<file path="src/hw/rtl/srif_pkg.sv">
// Shared operation codes, status codes and cell control type for the strided index filter.
package srif_pkg;

  localparam logic [1:0] OP_CLEAR = 2'd0;
  localparam logic [1:0] OP_ADD   = 2'd1;
  localparam logic [1:0] OP_QUERY = 2'd2;

  localparam logic [1:0] ST_OK        = 2'd0;
  localparam logic [1:0] ST_FULL      = 2'd1;
  localparam logic [1:0] ST_ZERO_STEP = 2'd2;

  typedef struct packed {
    logic shift;
    logic load;
    logic div;
    logic chain;
  } srif_ctrl_t;

endpackage

</file>
<file path="src/hw/rtl/strided_range_index_filter_unit.sv">
// Top level of the strided index filter: command sequencer and the chain of rule cells.
//
// Usage: a command beat is taken at a rising edge where start is high and busy is low.
// operation_i selects clear, add rule or query; the other fields carry the rule or index.
// Every command gives exactly one result beat: done_o is high for one cycle with
// selected_o and status_o, and the receiver must take it in that cycle.
// Clear, add and unused codes answer in the cycle after the command; busy stays low,
// so a new command may follow right away.
// A query with an empty table also answers in the next cycle with selected set.
// Otherwise a query is accepted into the divide state, then runs the chain and result
// states, with busy high until the result beat.
// Each cell reduces its offset by its stride one bit per cycle, all cells together,
// and the per-cell hits are then gathered along the chain one cell per cycle.
// An added rule enters the first cell and pushes the stored rules one cell along.
// Reset empties the rule table and drops any query in progress.
module strided_range_index_filter_unit
  import srif_pkg::*;
#(
  parameter int MAX_RULES  = 8,
  parameter int INDEX_BITS = 32
) (
  input  logic                  clk_i,
  input  logic                  rst_ni,
  input  logic                  start,
  output logic                  busy,
  input  logic [1:0]            operation_i,
  input  logic [INDEX_BITS-1:0] range_start_i,
  input  logic [INDEX_BITS-1:0] range_stop_i,
  input  logic                  open_ended_i,
  input  logic [INDEX_BITS-1:0] stride_i,
  input  logic [INDEX_BITS-1:0] index_i,
  output logic                  done_o,
  output logic                  selected_o,
  output logic [1:0]            status_o
);

  localparam int CW     = $clog2(MAX_RULES + 1);
  localparam int CntMax = (INDEX_BITS > MAX_RULES) ? INDEX_BITS : MAX_RULES;
  localparam int CNTW   = $clog2(CntMax);

  typedef enum logic [1:0] {
    S_IDLE,
    S_DIV,
    S_CHAIN,
    S_RESULT
  } state_e;

  state_e          state_q;
  logic [CNTW-1:0] cnt_q;
  logic [CW-1:0]   count_q;
  logic            done_q, sel_q;
  logic [1:0]      status_q;
  logic            accept;
  logic            table_full;
  srif_ctrl_t      ctrl;

  logic [INDEX_BITS-1:0] first_w [MAX_RULES+1];
  logic [INDEX_BITS-1:0] last_w  [MAX_RULES+1];
  logic [INDEX_BITS-1:0] step_w  [MAX_RULES+1];
  logic                  unb_w   [MAX_RULES+1];
  logic                  acc_w   [MAX_RULES+1];

  assign accept     = start && (state_q == S_IDLE);
  assign table_full = (count_q == CW'(MAX_RULES));

  always_comb begin
    ctrl.shift = accept && (operation_i == OP_ADD) && !table_full && (stride_i != '0);
    ctrl.load  = accept && (operation_i == OP_QUERY) && (count_q != '0);
    ctrl.div   = (state_q == S_DIV);
    ctrl.chain = (state_q == S_CHAIN);
  end

  assign first_w[0] = range_start_i;
  assign last_w[0]  = range_stop_i;
  assign step_w[0]  = stride_i;
  assign unb_w[0]   = open_ended_i;
  assign acc_w[0]   = 1'b0;

  for (genvar i = 0; i < MAX_RULES; i++) begin : g_cell
    srif_cell #(
      .INDEX_BITS(INDEX_BITS)
    ) u_cell (
      .clk_i  (clk_i),
      .rst_ni (rst_ni),
      .ctrl_i (ctrl),
      .first_i(first_w[i]),
      .last_i (last_w[i]),
      .step_i (step_w[i]),
      .unb_i  (unb_w[i]),
      .index_i(index_i),
      .valid_i(count_q > CW'(i)),
      .acc_i  (acc_w[i]),
      .first_o(first_w[i+1]),
      .last_o (last_w[i+1]),
      .step_o (step_w[i+1]),
      .unb_o  (unb_w[i+1]),
      .acc_o  (acc_w[i+1])
    );
  end

  always_ff @(posedge clk_i or negedge rst_ni) begin
    if (!rst_ni) begin
      state_q  <= S_IDLE;
      cnt_q    <= '0;
      count_q  <= '0;
      done_q   <= 1'b0;
      sel_q    <= 1'b0;
      status_q <= ST_OK;
    end else begin
      done_q   <= 1'b0;
      sel_q    <= 1'b0;
      status_q <= ST_OK;
      case (state_q)
        S_IDLE: begin
          if (accept) begin
            case (operation_i)
              OP_CLEAR: begin
                count_q <= '0;
                done_q  <= 1'b1;
              end
              OP_ADD: begin
                done_q <= 1'b1;
                if (table_full) begin
                  status_q <= ST_FULL;
                end else if (stride_i == '0) begin
                  status_q <= ST_ZERO_STEP;
                end else begin
                  count_q <= count_q + CW'(1);
                end
              end
              OP_QUERY: begin
                if (count_q == '0) begin
                  done_q <= 1'b1;
                  sel_q  <= 1'b1;
                end else begin
                  state_q <= S_DIV;
                  cnt_q   <= '0;
                end
              end
              default: begin
                done_q <= 1'b1;
              end
            endcase
          end
        end
        S_DIV: begin
          if (cnt_q == CNTW'(INDEX_BITS - 1)) begin
            state_q <= S_CHAIN;
            cnt_q   <= '0;
          end else begin
            cnt_q <= cnt_q + CNTW'(1);
          end
        end
        S_CHAIN: begin
          if (cnt_q == CNTW'(MAX_RULES - 1)) begin
            state_q <= S_RESULT;
            cnt_q   <= '0;
          end else begin
            cnt_q <= cnt_q + CNTW'(1);
          end
        end
        S_RESULT: begin
          done_q  <= 1'b1;
          sel_q   <= acc_w[MAX_RULES];
          state_q <= S_IDLE;
        end
        default: begin
          state_q <= S_IDLE;
        end
      endcase
    end
  end

  assign busy       = (state_q != S_IDLE);
  assign done_o     = done_q;
  assign selected_o = sel_q;
  assign status_o   = status_q;

endmodule

</file>
<file path="src/hw/rtl/srif_cell.sv">
// One rule cell: holds a rule, checks its range and reduces the offset by its stride bit by bit.
module srif_cell
  import srif_pkg::*;
#(
  parameter int INDEX_BITS = 32
) (
  input  logic                  clk_i,
  input  logic                  rst_ni,
  input  srif_ctrl_t            ctrl_i,
  input  logic [INDEX_BITS-1:0] first_i,
  input  logic [INDEX_BITS-1:0] last_i,
  input  logic [INDEX_BITS-1:0] step_i,
  input  logic                  unb_i,
  input  logic [INDEX_BITS-1:0] index_i,
  input  logic                  valid_i,
  input  logic                  acc_i,
  output logic [INDEX_BITS-1:0] first_o,
  output logic [INDEX_BITS-1:0] last_o,
  output logic [INDEX_BITS-1:0] step_o,
  output logic                  unb_o,
  output logic                  acc_o
);

  logic [INDEX_BITS-1:0] first_q, last_q, step_q;
  logic                  unb_q;
  logic [INDEX_BITS-1:0] dvd_q, dvd_d;
  logic [INDEX_BITS-1:0] rem_q, rem_d;
  logic                  inrange_q, inrange_d;
  logic                  acc_q, acc_d;
  logic [INDEX_BITS:0]   trial;
  logic [INDEX_BITS:0]   diff;

  assign trial = {rem_q, dvd_q[INDEX_BITS-1]};
  assign diff  = trial - {1'b0, step_q};

  always_comb begin
    dvd_d     = dvd_q;
    rem_d     = rem_q;
    inrange_d = inrange_q;
    acc_d     = acc_q;
    if (ctrl_i.load) begin
      dvd_d     = index_i - first_q;
      rem_d     = '0;
      inrange_d = (index_i >= first_q) && (unb_q || (index_i <= last_q));
      acc_d     = 1'b0;
    end else if (ctrl_i.div) begin
      dvd_d = {dvd_q[INDEX_BITS-2:0], 1'b0};
      if (!diff[INDEX_BITS]) begin
        rem_d = diff[INDEX_BITS-1:0];
      end else begin
        rem_d = trial[INDEX_BITS-1:0];
      end
    end else if (ctrl_i.chain) begin
      acc_d = acc_i | (valid_i & inrange_q & (rem_q == '0));
    end
  end

  always_ff @(posedge clk_i) begin
    if (ctrl_i.shift) begin
      first_q <= first_i;
      last_q  <= last_i;
      step_q  <= step_i;
      unb_q   <= unb_i;
    end
    dvd_q     <= dvd_d;
    rem_q     <= rem_d;
    inrange_q <= inrange_d;
  end

  always_ff @(posedge clk_i or negedge rst_ni) begin
    if (!rst_ni) begin
      acc_q <= 1'b0;
    end else begin
      acc_q <= acc_d;
    end
  end

  assign first_o = first_q;
  assign last_o  = last_q;
  assign step_o  = step_q;
  assign unb_o   = unb_q;
  assign acc_o   = acc_q;

endmodule
</file>
<file path="config.mk">
export PLATFORM = sky130hd
export DESIGN_NAME = strided_range_index_filter_unit
export DESIGN_NICKNAME = d
export VERILOG_FILES = /design/src/hw/rtl/srif_pkg.sv /design/src/hw/rtl/strided_range_index_filter_unit.sv /design/src/hw/rtl/srif_cell.sv
export SDC_FILE = /design/constraint.sdc
export NUM_CORES = 2
export LEC_CHECK = 0
export ABC_CLOCK_PERIOD_IN_PS = 82600
export BUFFER_PORTS_ARGS = -buffer_cell sky130_fd_sc_hd__buf_2
export CAP_MARGIN = 20
export CORE_ASPECT_RATIO = 0.8
export CORE_MARGIN = 2
export CORE_UTILIZATION = 60
export DETAILED_ROUTE_END_ITERATION = 10
export GPL_TIMING_DRIVEN = 0
export PLACE_DENSITY = 0.77
export SLEW_MARGIN = 20
export SYNTH_ARGS = -nofsm -noshare
export SYNTH_HDL_FRONTEND = slang
export SYNTH_SLANG_ARGS = --single-unit
</file>
<file path="constraint.sdc">
create_clock -name clk_i -period 82.6 [get_ports clk_i]
set_input_delay 16.52 -clock clk_i [delete_from_list [all_inputs] [get_ports clk_i]]
set_output_delay 16.52 -clock clk_i [all_outputs]
set_load 0.01 [all_outputs]
</file>
Word-level counts from Yosys, hierarchy flattened
Cells that the tools add are included.
- register bits after elaboration: 1319
- word-level logic and storage cells: 272
- add/subtract/negate cells: 18
- magnitude comparators: 24
- equal/unequal tests: 16
- multiplexer cells: 75
- bitwise operators: 23
- reductions and logical operators: 46
- operators by type and width (operator ; count):
    two-way mux 32 bit ; 24
    logical NOT 32 bit ; 9
    subtractor 33 x 32 -> 33 bit ; 8
    >= comparator 32 bit ; 8
    less-or-equal comparator 32 bit ; 8
    subtractor 32 bit ; 8
    nonzero test 32 bit ; 1
    two-way mux 1 bit ; 29
    two-way mux 5 bit ; 5
    two-way mux 2 bit ; 10
    AND 1 bit ; 16
    > comparator 4 x 3 -> 1 bit (second input constant) ; 4
    one-hot mux 5 bit (3 select lines) ; 1
    logical AND 1 bit ; 14
    AND reduction 5 bit ; 2
    > comparator 4 x 1 -> 1 bit (second input constant) ; 2
    > comparator 4 x 2 -> 1 bit (second input constant) ; 2
    logical OR 1 bit ; 8
    two-way mux 4 bit ; 2
    != test 2 x 1 -> 1 bit (second input constant) ; 4
    != test 2 bit (second input constant) ; 4
    one-hot mux 2 bit (4 select lines) ; 1
    one-hot mux 4 bit (2 select lines) ; 1
    nonzero test 2 bit ; 4
    16 further kinds ; 27

Logic depth before layout (Yosys ltp)
- depth in word-level cells: 7
- depth in mapped cells: 17
- mapped depth without buffers: 15

Cells and area by module
Synthesis repeated with hierarchy kept, for this count alone.
- cell total of the unflattened synthesis: 8056
- area, all modules: 82706.8 um2
- modules (own cells, without submodules) (module ; times used ; cells each ; area an instance (um2) ; seq. area each (um2)):
    srif_cell (g_cell[2].u_cell ...) ; 3 ; 1019 ; 10342.4 ; 4569.4
    srif_cell (g_cell[5].u_cell ...) ; 2 ; 939 ; 9953.3 ; 4569.4
    srif_cell (g_cell[1].u_cell) ; 1 ; 1046 ; 10431.3 ; 4569.4
    srif_cell (g_cell[7].u_cell) ; 1 ; 1015 ; 10387.5 ; 4569.4
    srif_cell (g_cell[0].u_cell) ; 1 ; 937 ; 9895.7 ; 4569.4
    strided_range_index_filter_unit ; 1 ; 123 ; 1058.5 ; 375.4

Worst setup path after synthesis
Ideal clock, no wire load.
- kind: input to register
- start: in start
- end: reg count_q[0]
- setup time: 0.183 ns
- data arrival time: 51.122 ns
- required time: 82.417 ns
- path slack: 31.295 ns
- stages on the path: 5
- cell sequence: nand2_1 -> nor2_1 -> nand2_1 -> nor2_1 -> a21o_1
- word-level cells in the longest chain between the ends: 2
- RTL lines (what ; RTL line ; text):
    from (decl) ; strided_range_index_filter_unit.sv:24 ; input logic start,
    logical AND 1 bit ; strided_range_index_filter_unit.sv:63 ; assign accept = start && (state_q == S_IDLE);
    AND reduction 5 bit (no line) ; n/a ;
    to (signal assigned) ; strided_range_index_filter_unit.sv:128 ; count_q <= count_q + CW'(1);
    to (decl) ; strided_range_index_filter_unit.sv:50 ; logic [CW-1:0] count_q;
Every way passes these cells.
A chain may end at the register's enable or synchronous reset.

Final worst setup path
- start: in operation_i[0]
- end: reg g_cell[5].u_cell.dvd_q[6], enable pin
- word-level cells in the longest chain between the ends: 4
- RTL lines (what ; RTL line ; text):
    from (decl) ; strided_range_index_filter_unit.sv:26 ; input logic [1:0] operation_i,
    equality test 2 bit ; strided_range_index_filter_unit.sv:68 ; ctrl.load = accept && (operation_i == OP_QUERY) && (count_q != '0);
    logical AND 1 bit (2 in a row) ; strided_range_index_filter_unit.sv:68 ;
    nonzero test 2 bit (no line) ; n/a ;
    to (signal assigned) ; srif_cell.sv:65 ; dvd_q <= dvd_d;
    to (decl) ; srif_cell.sv:26 ; logic [INDEX_BITS-1:0] dvd_q, dvd_d;
Every way passes these cells.

==> results.cfg <==
[synthesis]
synth_cell_types = 87
synth_area_mm2 = 0.0794
syn_avg_cell_area_um2 = 9.97
syn_inst = 7961
syn_nets = 8890
ys_warn_count = 0
synth_edf_count = 1040
synthArstFlopShare = 0.0174
synth-main-ff-cell = edfxtp_1
synth_seq_cells = 1319
synth-seq-area-share = 0.465

[floorplanning]
dieArea_mm2 = 0.135
coreArea_mm2 = 0.131
fp.dieH_um = 329
io_pins = 139
chipWidth_um = 411
start_util = 0.604
num_rows = 119

[drt]
wirelength_um = 232000
viasPerCell = 6.22
first_pass_iters = 7
wl_per_cell_um = 22.8
ant_nets = 0
vias = 63200
drc = 0
drt_iter0_drc = 7367

[worst_setup_path]
r2r_slack_ps = 75990
endpoint = g_cell[5].u_cell.dvd_q[6]
ff2ff_path_depth = 9
crit_path_max_fanout = 107
worstPathRequired_ps = 83010
slowest_delay_ps = 900
start_kind = input pin
critPathCaptureType = register
r2r-start = count_q[3]
worstPathArrival_ps = 21380
crit_path_top_delay_cell = nor2_1
cp_cell_sequence = buf_2 -> nand2b_1 -> a21oi_1 -> nand3_1 -> clkbuf_1 -> clkinv_1 -> nor2_1 -> clkbuf_2 -> inv_8 -> buf_16
timing.rr.end = g_cell[5].u_cell.dvd_q[6]
path_class = input pin to register
startpoint = operation_i[0]

[sta]
rsz0062_at_grt = false
finalWorstSetupSlack_ps = 61620
max_slew_margin = 0.162
skew_ps = 25.6
finalSetupViolCount = 0
period_share = 0.254
hold_violations = 0
worstMarginPinSlew_ps = 1260
finalWorstPathRequiredPeriod_ps = 20980
finalMaxSlewViolations = 0
finalSetupTns_ps = 0
fmax_ghz = 0.0477

[placed_design]
hpwl_um = 175000
place.gp.congestion = 0.942
post-place-ws_ps = 61120
port_buffers = 138

[finish]
fin_nets = 9211
area_delta_synth_final_pct = 10.8
drive_gt1_frac = 0.0586
fillerInstances = 10200
utilization = 0.669

[grt]
grt_pass1_vias = 58700
grt_pass1_wl_um = 350000
overflow = 0
antenna_found_initial = 7
grt_usage = 0.340
grt_max_degree = 108

[cts]
ctsLongestPathBuffers = 3
cts_root_buffer = clkbuf_16
cts.sinks = 1319
htree_levels = 4
post-cts-setup-buffers = 0
path_clk_slew_ps = 60
cts_tree = done
cts_resized = 0
clkLatencyLatePin_ps = 800
holdBufCountCts = 0
numCtsBuffers = 142

[outcome]
outcome = complete, no violations

[flow_run]
cap_violations = 0

[pwr]
pwr_density_cell_mw_per_mm2 = 33.5
ir_drop_uv = 24.9
leakagePower_nw = 38.2
fin_total_pwr_mw = 2.94

[hold_path]
min_path_type = register to register
cell type report:
cell class              count  area, um2  area share
plain buffers             220        893      0.0102
inverters                 887       3340      0.0379
clock buffers             185       3830      0.0435
multi-input cells        5535      38300       0.435
well taps                1754       2190      0.0250
clock inverters            80        883      0.0100
diodes                      5       12.5    0.000142
flip-flops and latches   1319      36900       0.420
repair buffers            177       1570      0.0179
critical path, delay by kind of cell:
kind,cells,cell delay [ps]
buffers and inverters,6,3030
and+or+nand+nor,3,1490
AOI/OAI and AO/OA,1,60
synthesized netlist by cell type (104+ instances only):
library cell,count,area share
xnor2_1,261,0.029
nand2_1,633,0.030
xor2_1,172,0.019
ha_1,779,0.12
nand4_1,129,0.010
nand2b_1,104,0.0082
nand3_1,122,0.0077
edfxtp_1,1040,0.39
nor2_1,320,0.015
nor2b_1,106,0.0084
a21oi_1,747,0.047
inv_1,886,0.042
dfxtp_1,256,0.065
clkbuf_1,182,0.0086
a21o_1,333,0.031
mux2i_1,132,0.017
o21ai_0,749,0.047
metal layers:
metal,routed length (um),vias to the layer above,GRT usage
li1,-,29600,-
met5,41,-,0
met4,7680,6,0.115
met3,25200,428,0.0597
met2,93900,3038,0.478
met1,105000,30200,0.526
power by group:
part           switching, mW  internal (mW)
clock network          0.276          0.377
logic                  0.785          0.486
registers              0.117          0.904
total                   1.18           1.77
cell families (layout without fill, tap and decap cells):
logic type | count (synthesis) | in the layout | synth area share
XOR/XNOR | 435 | 435 | 0.0482
multiplexers | 137 | 137 | 0.0173
other | 0 | 5 | 0
flip-flops | 1319 | 1319 | 0.465
AND/OR/NAND/NOR | 1767 | 1767 | 0.107
AO/OA/AOI/OAI | 2401 | 2401 | 0.182
buffers and inverters | 1107 | 1549 | 0.0529
adder cells (fa/ha/maj) | 795 | 795 | 0.127
layout by cell type (no fill, tap or decap), types with 18 or more instances in the layout:
master and n:
a211oi_1 45, a21o_1 333, a21oi_1 747, a311oi_1 18
a31oi_1 67, and2_1 24, and3_1 63, buf_12 22
buf_2 167, clkbuf_1 201, clkbuf_16 145, clkinv_1 25
dfrtp_1 23, dfxtp_1 256, edfxtp_1 1040, ha_1 779
inv_1 885, mux2i_1 132, nand2_1 633, nand2b_1 104
nand3_1 122, nand4_1 129, nor2_1 319, nor2b_1 106
nor3_1 93, nor4_1 75, o211ai_1 47, o21a_1 72
o21ai_0 749, o21ai_1 18, o21bai_1 62, o31a_1 18
o31ai_1 36, or2_2 18, xnor2_1 261, xor2_1 172
stage by stage:
stage / hold WS [ps] / cell area (um2) / instances
finish: 441 / 87900 / 10200
global route: 448 / 87900 / 10200
CTS: 444 / 87900 / 10200
detailed placement: 432 / 83200 / 9890
global placement: 431 / 82300 / 9853
floorplan: 426 / 79400 / 7961
sequential cells by signal (all words and copies together) (netlist names):
name and count:
cnt_q 5, selected_o 1, g_cell.u_cell.inrange_q 8, done_o 1, g_cell.u_cell.acc_o 8, g_cell.u_cell.step_o 256
g_cell.u_cell.first_o 256, count_q 4, g_cell.u_cell.dvd_q 256, status_o 2, g_cell.u_cell.rem_q 256, state_q 2
g_cell.u_cell.unb_o 8, g_cell.u_cell.last_o 256
how the worst min path moves through the flow:
stage / endpoint / slack [ps] / startpoint / cells past startpoint
3_3_place_gp: g_cell[6].u_cell.first_o[3] / 430 / g_cell[5].u_cell.first_o[3] / 0
6_report: g_cell[6].u_cell.first_o[29] / 440 / g_cell[5].u_cell.first_o[29] / 0
3_5_place_dp: g_cell[1].u_cell.last_o[12] / 430 / g_cell[0].u_cell.last_o[12] / 0
5_1_grt: g_cell[6].u_cell.first_o[29] / 450 / g_cell[5].u_cell.first_o[29] / 0
4_1_cts: g_cell[3].u_cell.step_o[28] / 440 / g_cell[2].u_cell.step_o[28] / 0
2_1_floorplan: g_cell[1].u_cell.first_o[10] / 430 / g_cell[0].u_cell.first_o[10] / 0
(Power assumes the default switching activity.)
